File: src/hw/rtl/clip_rectangle_stack_macros.svh
// Assertion macros for the clip rectangle stack.
// Included by the RTL files that carry concurrent checks; no other dependencies.
`ifndef CLIP_RECTANGLE_STACK_MACROS_SVH
`define CLIP_RECTANGLE_STACK_MACROS_SVH

// A condition that must hold at every clock edge out of reset.
`define CRS_ASSERT_ALWAYS(label, clk, rstn, cond) \
    label: assert property (@(posedge clk) disable iff (!rstn) (cond)) \
        else $error("clip stack invariant violated");

// An implication checked in the same cycle.
`define CRS_ASSERT_IMPL(label, clk, rstn, ante, cons) \
    label: assert property (@(posedge clk) disable iff (!rstn) (ante) |-> (cons)) \
        else $error("clip stack check failed");

// An implication checked in the next cycle.
`define CRS_ASSERT_NEXT(label, clk, rstn, ante, cons) \
    label: assert property (@(posedge clk) disable iff (!rstn) (ante) |=> (cons)) \
        else $error("clip stack sequencing violated");

`endif

File: src/hw/rtl/crs_pkg.sv
// Types and codes for the clip rectangle stack.
// No dependencies.
`default_nettype none

package crs_pkg;

    typedef enum logic [1:0] {
        F_BEGIN = 2'd0,
        F_END   = 2'd1,
        F_PUSH  = 2'd2,
        F_POP   = 2'd3
    } func_t;

    typedef enum logic [1:0] {
        ST_OK      = 2'd0,
        ST_BUSY    = 2'd1,
        ST_INVALID = 2'd2
    } status_t;

    typedef enum logic [4:0] {
        S_IDLE  = 5'b00001,
        S_EXEC  = 5'b00010,
        S_ISECT = 5'b00100,
        S_POPRD = 5'b01000,
        S_RESP  = 5'b10000
    } state_t;

    typedef struct packed {
        logic        [30:0] h;
        logic        [30:0] w;
        logic signed [31:0] y;
        logic signed [31:0] x;
    } rect_t;

    localparam int IN_BYTES  = 17;
    localparam int OUT_BYTES = 17;

endpackage

`default_nettype wire

File: src/hw/rtl/clip_rectangle_stack.sv
// Clip rectangle stack of a 2D renderer, top level; uses crs_pkg and the assertion macros.
// Each input beat carries one operation (begin frame, end frame, push clip, pop clip) and
// produces exactly one result beat with the status, the current clip, the depth and the frame
// flag. The stacked rectangles live in a memory of MAX_CLIPS entries with a registered read;
// a copy of the top entry is held in a register so that push needs no read. A beat is taken
// only in S_IDLE. Begin, end and rejected operations pass S_EXEC and S_RESP; a push also
// passes S_ISECT because the intersection is computed in two steps, and a pop S_POPRD because
// it waits for the memory read of the new top. A result beat that is not taken holds only the
// next result, not the next input. No memory clearing pass is needed after reset.
`default_nettype none
`include "clip_rectangle_stack_macros.svh"

module clip_rectangle_stack
    import crs_pkg::*;
#(
    parameter int MAX_CLIPS = 16
) (
    input  wire logic                     aclk,
    input  wire logic                     aresetn,
    input  wire logic                     s_tvalid,
    output logic                          s_tready,
    // func[1:0], rect_x[33:2], rect_y[65:34], rect_w[97:66], rect_h[129:98], zero fill
    input  wire logic [IN_BYTES*8-1:0]    s_tdata,
    output logic                          m_tvalid,
    input  wire logic                     m_tready,
    // status[1:0], clip_x[33:2], clip_y[65:34], clip_w[96:66], clip_h[127:97],
    // depth[132:128], frame_open[133], zero fill
    output logic [OUT_BYTES*8-1:0]        m_tdata
);

    localparam int DW = $clog2(MAX_CLIPS + 1);
    localparam int AW = $clog2(MAX_CLIPS);

    state_t             state_reg, state_next;
    func_t              op_reg;
    logic signed [31:0] rx_reg, ry_reg, rw_reg, rh_reg;
    logic               frame_reg, frame_next;
    logic [DW-1:0]      depth_reg, depth_next;
    logic [DW-1:0]      depth_m2;
    logic [DW+4:0]      depth_ext;
    rect_t              top_reg, top_next;
    rect_t              root_rect, isect_rect, out_rect;
    status_t            status_reg, status_next;
    logic signed [33:0] right_reg, right_next, bottom_reg, bottom_next;
    logic signed [31:0] cx_reg, cx_next, cy_reg, cy_next;
    logic signed [33:0] p_right, r_right, p_bottom, r_bottom, w_diff, h_diff;
    logic               m_valid_reg, m_valid_next;
    logic [OUT_BYTES*8-1:0] m_data_reg, m_data_next;
    logic               load_out;

    rect_t              mem [MAX_CLIPS];
    logic               mem_we, mem_re;
    logic [AW-1:0]      mem_waddr, mem_raddr;
    rect_t              mem_wdata, rd_data_reg;

    assign s_tready = (state_reg == S_IDLE);
    assign m_tvalid = m_valid_reg;
    assign m_tdata  = m_data_reg;

    always_ff @(posedge aclk) begin
        if (mem_we) begin
            mem[mem_waddr] <= mem_wdata;
        end
        if (mem_re) begin
            rd_data_reg <= mem[mem_raddr];
        end
    end

    always_comb begin
        p_right     = $signed({{2{top_reg.x[31]}}, top_reg.x}) + $signed({3'b000, top_reg.w});
        r_right     = $signed({{2{rx_reg[31]}}, rx_reg}) + $signed({{2{rw_reg[31]}}, rw_reg});
        p_bottom    = $signed({{2{top_reg.y[31]}}, top_reg.y}) + $signed({3'b000, top_reg.h});
        r_bottom    = $signed({{2{ry_reg[31]}}, ry_reg}) + $signed({{2{rh_reg[31]}}, rh_reg});
        right_next  = (p_right < r_right) ? p_right : r_right;
        bottom_next = (p_bottom < r_bottom) ? p_bottom : r_bottom;
        cx_next     = (top_reg.x > rx_reg) ? top_reg.x : rx_reg;
        cy_next     = (top_reg.y > ry_reg) ? top_reg.y : ry_reg;
    end

    always_comb begin
        w_diff       = right_reg - $signed({{2{cx_reg[31]}}, cx_reg});
        h_diff       = bottom_reg - $signed({{2{cy_reg[31]}}, cy_reg});
        isect_rect.x = cx_reg;
        isect_rect.y = cy_reg;
        isect_rect.w = (w_diff > 0) ? w_diff[30:0] : '0;
        isect_rect.h = (h_diff > 0) ? h_diff[30:0] : '0;
        root_rect.x  = rx_reg;
        root_rect.y  = ry_reg;
        root_rect.w  = (rw_reg > 0) ? rw_reg[30:0] : '0;
        root_rect.h  = (rh_reg > 0) ? rh_reg[30:0] : '0;
    end

    assign depth_m2  = depth_reg - DW'(2);
    assign depth_ext = {5'b00000, depth_reg};
    assign out_rect  = frame_reg ? top_reg : '0;
    assign load_out  = (state_reg == S_RESP) && (!m_valid_reg || m_tready);

    always_comb begin
        state_next  = state_reg;
        frame_next  = frame_reg;
        depth_next  = depth_reg;
        top_next    = top_reg;
        status_next = status_reg;
        mem_we      = 1'b0;
        mem_re      = 1'b0;
        mem_waddr   = '0;
        mem_raddr   = depth_m2[AW-1:0];
        mem_wdata   = root_rect;
        case (state_reg)
            S_IDLE: begin
                if (s_tvalid) begin
                    state_next = S_EXEC;
                end
            end
            S_EXEC: begin
                status_next = ST_OK;
                state_next  = S_RESP;
                case (op_reg)
                    F_BEGIN: begin
                        if (frame_reg) begin
                            status_next = ST_BUSY;
                        end else begin
                            mem_we     = 1'b1;
                            top_next   = root_rect;
                            depth_next = DW'(1);
                            frame_next = 1'b1;
                        end
                    end
                    F_END: begin
                        if (!frame_reg) begin
                            status_next = ST_BUSY;
                        end else begin
                            depth_next = '0;
                            frame_next = 1'b0;
                        end
                    end
                    F_PUSH: begin
                        if (!frame_reg || rw_reg <= 0 || rh_reg <= 0) begin
                            status_next = ST_INVALID;
                        end else if (depth_reg >= DW'(MAX_CLIPS)) begin
                            status_next = ST_BUSY;
                        end else begin
                            state_next = S_ISECT;
                        end
                    end
                    F_POP: begin
                        if (!frame_reg || depth_reg <= DW'(1)) begin
                            status_next = ST_INVALID;
                        end else begin
                            mem_re     = 1'b1;
                            depth_next = depth_reg - DW'(1);
                            state_next = S_POPRD;
                        end
                    end
                    default: begin
                        status_next = ST_INVALID;
                    end
                endcase
            end
            S_ISECT: begin
                mem_we     = 1'b1;
                mem_waddr  = depth_reg[AW-1:0];
                mem_wdata  = isect_rect;
                top_next   = isect_rect;
                depth_next = depth_reg + DW'(1);
                state_next = S_RESP;
            end
            S_POPRD: begin
                top_next   = rd_data_reg;
                state_next = S_RESP;
            end
            S_RESP: begin
                if (load_out) begin
                    state_next = S_IDLE;
                end
            end
            default: begin
                state_next = S_IDLE;
            end
        endcase
    end

    always_comb begin
        m_valid_next = load_out || (m_valid_reg && !m_tready);
        m_data_next  = m_data_reg;
        if (load_out) begin
            m_data_next = {2'b00, frame_reg, depth_ext[4:0], out_rect, status_reg};
        end
    end

    always_ff @(posedge aclk) begin
        if (!aresetn) begin
            state_reg   <= S_IDLE;
            frame_reg   <= 1'b0;
            depth_reg   <= '0;
            m_valid_reg <= 1'b0;
        end else begin
            state_reg   <= state_next;
            frame_reg   <= frame_next;
            depth_reg   <= depth_next;
            m_valid_reg <= m_valid_next;
        end
    end

    always_ff @(posedge aclk) begin
        if (s_tvalid && s_tready) begin
            op_reg <= func_t'(s_tdata[1:0]);
            rx_reg <= s_tdata[33:2];
            ry_reg <= s_tdata[65:34];
            rw_reg <= s_tdata[97:66];
            rh_reg <= s_tdata[129:98];
        end
        top_reg    <= top_next;
        status_reg <= status_next;
        right_reg  <= right_next;
        bottom_reg <= bottom_next;
        cx_reg     <= cx_next;
        cy_reg     <= cy_next;
        m_data_reg <= m_data_next;
    end

    `CRS_ASSERT_ALWAYS(a_frame_depth, aclk, aresetn, frame_reg == (depth_reg != '0))
    `CRS_ASSERT_ALWAYS(a_depth_max, aclk, aresetn, depth_reg <= DW'(MAX_CLIPS))
    `CRS_ASSERT_NEXT(a_push_grows, aclk, aresetn, state_reg == S_ISECT, depth_reg == $past(depth_reg) + DW'(1))
    `CRS_ASSERT_IMPL(a_out_from_resp, aclk, aresetn, $rose(m_valid_reg), $past(state_reg) == S_RESP)

endmodule

`default_nettype wire
File: config.mk
export PLATFORM = sky130hd
export DESIGN_NAME = clip_rectangle_stack
export DESIGN_NICKNAME = d
export VERILOG_FILES = /design/src/hw/rtl/crs_pkg.sv /design/src/hw/rtl/clip_rectangle_stack.sv
export VERILOG_INCLUDE_DIRS = /design/src /design/src/hw/rtl
export SDC_FILE = /design/constraint.sdc
export NUM_CORES = 2
export LEC_CHECK = 0
export BUFFER_PORTS_ARGS = -buffer_cell sky130_fd_sc_hd__buf_2
export CORE_ASPECT_RATIO = 0.7
export CORE_MARGIN = 5
export CORE_UTILIZATION = 40
export CTS_CLUSTER_SIZE = 28
export DETAILED_ROUTE_END_ITERATION = 7
export SLEW_MARGIN = 20
export SYNTH_ARGS = -nofsm -noshare
export SYNTH_HDL_FRONTEND = slang
export SYNTH_SLANG_ARGS = --single-unit
export TNS_END_PERCENT = 1
File: constraint.sdc
create_clock -name aclk -period 12.3 [get_ports aclk]
set_clock_uncertainty 0.05 [all_clocks]
set_input_delay 2.46 -clock aclk [delete_from_list [all_inputs] [get_ports aclk]]
set_output_delay 2.46 -clock aclk [all_outputs]
set_load 0.01 [all_outputs]
==> flow_metrics.env <==
export IMPL_synthXorXnorAreaFrac_pct=1.25
export IMPL_antenna_found_initial=8
export IMPL_grt_max_degree=127
export IMPL_yosysSeqAreaShare_pct=69.8
export IMPL_drt_met1_wl_um=135000
export IMPL_slew_headroom_pct=27.2
export IMPL_synth_edf_count=2534
export IMPL_grt_pass1_wl_um=434000
export IMPL_ios=278
export IMPL_synth_area_top_cells="edfxtp_1 67%, mux4_2 12%, ha_1 3.6%, dfxtp_1 2.5%, nand2_1 1.5%"
export IMPL_first_global_vias=61057
export IMPL_fp_dieH_um=455
export IMPL_dr_wl_met2_um=138000
export IMPL_fin_tns_setup_ns=0
export IMPL_wirelength_um=301000
export IMPL_grt_ovfl_total=0
export IMPL_synth_adder_area_share_pct=3.76
export IMPL_cts_made_buffers=276
export IMPL_drv_cap=0
export IMPL_cts_resized_gates=0
export IMPL_ys_ff_latch=2676
export IMPL_ys_types=98
export IMPL_wl_met3_um=20700
export IMPL_async_flop_share_pct=0
export IMPL_netlist_instances=6450
export IMPL_dr_first_iter_drc_count=6615
export IMPL_arrival_ns=7.74
export IMPL_finalHoldViolations=0
export IMPL_vias_per_cell=5.67
export IMPL_syn_area_per_cell_um2=17.5
export IMPL_hp_class="flip-flop to flip-flop"
export IMPL_drive_gt1_share_pct=22.7
export IMPL_antenna_left=0
export IMPL_first_pass_iters=6
export IMPL_cts_sinks=2676
export IMPL_yosys_top_cells_count="2534 x edfxtp_1, 611 x mux4_2, 447 x nand2_1"
export IMPL_dp_hpwl_um=189000
export IMPL_wire_per_inst_um=27.5
export IMPL_numPortBuffers=269
export IMPL_root_buffer="clkbuf_16"
export IMPL_fp_coreArea_mm2=0.282
export IMPL_ir_drop_mv=0.0907
export IMPL_syn_area_mm2=0.113
export IMPL_cp_end_kind="flip-flop"
export IMPL_fin_crit_sh_pct=57.3
export IMPL_critPathLaunchType="flip-flop"
export IMPL_synth_top_family_by_area="multiplexers"
export IMPL_final_nets=7407
export IMPL_crit_type="flip-flop to flip-flop"
export IMPL_rows=163
export IMPL_insertion_delay_ns=0.86
export IMPL_yosysTopAreaCellShare_pct=67.2
export IMPL_area_delta_synth_final_pct=13.8
export IMPL_htreeDepth=5
export IMPL_highest_layer="met4"
export IMPL_worst_slew_pin_slew_ns=1.09
export IMPL_period_needed_ns=7.05
export IMPL_drc=0
export IMPL_setup_viol=0
export IMPL_grtUsageTotal_pct=20.1
export IMPL_leakagePower_nw=43.2
export IMPL_synthFlopType="edfxtp_1"
export IMPL_synth_area_leader_cell="edfxtp_1"
export IMPL_clk_pin_slew_ns=0.06
export IMPL_holdBufCountCts=0
export IMPL_yosysMostFrequentCell="edfxtp_1"
export IMPL_synthSimpleGateAreaFrac_pct=4.58
export IMPL_place_congestion=0.965
export IMPL_grt_setup_unrepaired="false"
export IMPL_ys_warn_count=0
export IMPL_largest_register="mem"
export IMPL_initial_core_util_pct=40.2
export IMPL_dieWidth_um=646
export IMPL_slew_viol_final=0
export IMPL_fmax_mhz=142
export IMPL_worst_endpoint_required_ns=13.00
export IMPL_dieArea_mm2=0.294
export IMPL_power_density_mw_per_mm2=166
export IMPL_setup_ws_ns=5.25
export IMPL_cp_max_fo=56
export IMPL_status="complete, no violations"
export IMPL_largest_reg_flops=2016
export IMPL_dp_slack_ns=5.44
export IMPL_synthMuxAreaShare_pct=13.4
export IMPL_synth_compound_area_share_pct=5.51
export IMPL_cts_setup_buffers=0
export IMPL_cts_tree="done"
export IMPL_clk_path_buf_depth=4
export IMPL_vias=62025
## critical path: stages, from the launching register on
cell,delay (ns)
edfxtp_1,0.50
ha_1,0.27
fa_1,0.44
a211oi_1,0.30
o21ai_0,0.22
nand4_1,0.17
a21oi_1,0.19
o211ai_1,0.49
a21oi_1,0.23
a31oi_1,0.44
xor2_1,0.26
inv_1,0.07
ha_1,0.30
and4_1,0.18
nand3_1,0.19
nor4_1,0.69
o21ai_0,0.19
a31oi_1,0.74
o21a_1,0.25
o41ai_4,0.07
buf_4,0.29
mux2_2,0.35
## through the flow
step	cells	cell area, µm²	utilization (%)	power (W)	hold slack, ns
after global placement	10448	120000	42.6	0.0133	0.358
after global routing	10943	129000	45.7	0.0222	0.395
after detailed placement	10448	120000	42.6	0.0133	0.356
after floorplan	6451	113000	-	0.0124	0.350
final	10944	129000	45.7	0.0214	0.373
after CTS	10935	129000	45.7	0.0215	0.370
## final timing paths
path                       from             to  slack [ns]  depth (start not counted)
setup / recovery    top_reg[95]  bottom_reg[0]        5.25                         21
hold / removal    status_reg[0]     m_tdata[0]        0.37                          0
setup reg to reg    top_reg[95]  bottom_reg[0]        5.25                         21
hold reg to reg   status_reg[0]     m_tdata[0]        0.37                          0
## cell families (layout without fill, tap and decap cells)
group,after synthesis,in the layout
buf+inv,496,1185
mux,739,739
flops,2676,2676
fa+ha+maj,336,336
xor+xnor,162,162
simple gates,1072,1072
other cells,1,11
compound gates,968,968
## power breakdown
group / switching (W) / internal (W)
clock network: 0.00350 / 0.00468
logic: 0.00170 / 0.00100
registers: 0.000191 / 0.0103
## routing by layer
layer / vias to the layer above / global-route usage (%)
met4: 0 / 4.87
met3: 388 / 3.32
met1: 32701 / 30.1
met2: 2162 / 30.7
li1: 26774 / -
met5: - / 0
## area by class of cell
type / count / area, µm²
clock inverters: 146 / 1400
flip-flops and latches: 2676 / 78900
diodes: 9 / 22.5
repair buffers: 459 / 2860
fillers: 24033 / 153000
well taps: 3795 / 4750
inverters: 239 / 897
clock buffers: 341 / 7290
multi-input cells: 3279 / 32600
## layout by cell type (no fill, tap or decap), types with 34 or more instances in the layout
master | netlist | final
clkinv_1 | 0 | 50
a21oi_1 | 205 | 205
nand4_1 | 37 | 37
nand2_1 | 447 | 447
o21bai_1 | 34 | 34
xnor2_1 | 89 | 89
mux4_2 | 611 | 611
nor3_1 | 42 | 36
clkinv_2 | 0 | 43
a22oi_1 | 89 | 89
dfxtp_1 | 142 | 139
buf_2 | 31 | 269
buf_4 | 6 | 183
ha_1 | 330 | 329
o21ai_0 | 257 | 238
mux2_2 | 70 | 70
nand3_1 | 78 | 78
inv_1 | 239 | 239
and2_1 | 155 | 154
xor2_1 | 73 | 72
edfxtp_1 | 2534 | 2534
clkbuf_1 | 175 | 57
nor2_1 | 139 | 123
a21o_1 | 124 | 124
clkbuf_16 | 0 | 281
mux2i_1 | 42 | 42
a211oi_1 | 50 | 50
(Power assumes the default switching activity.)
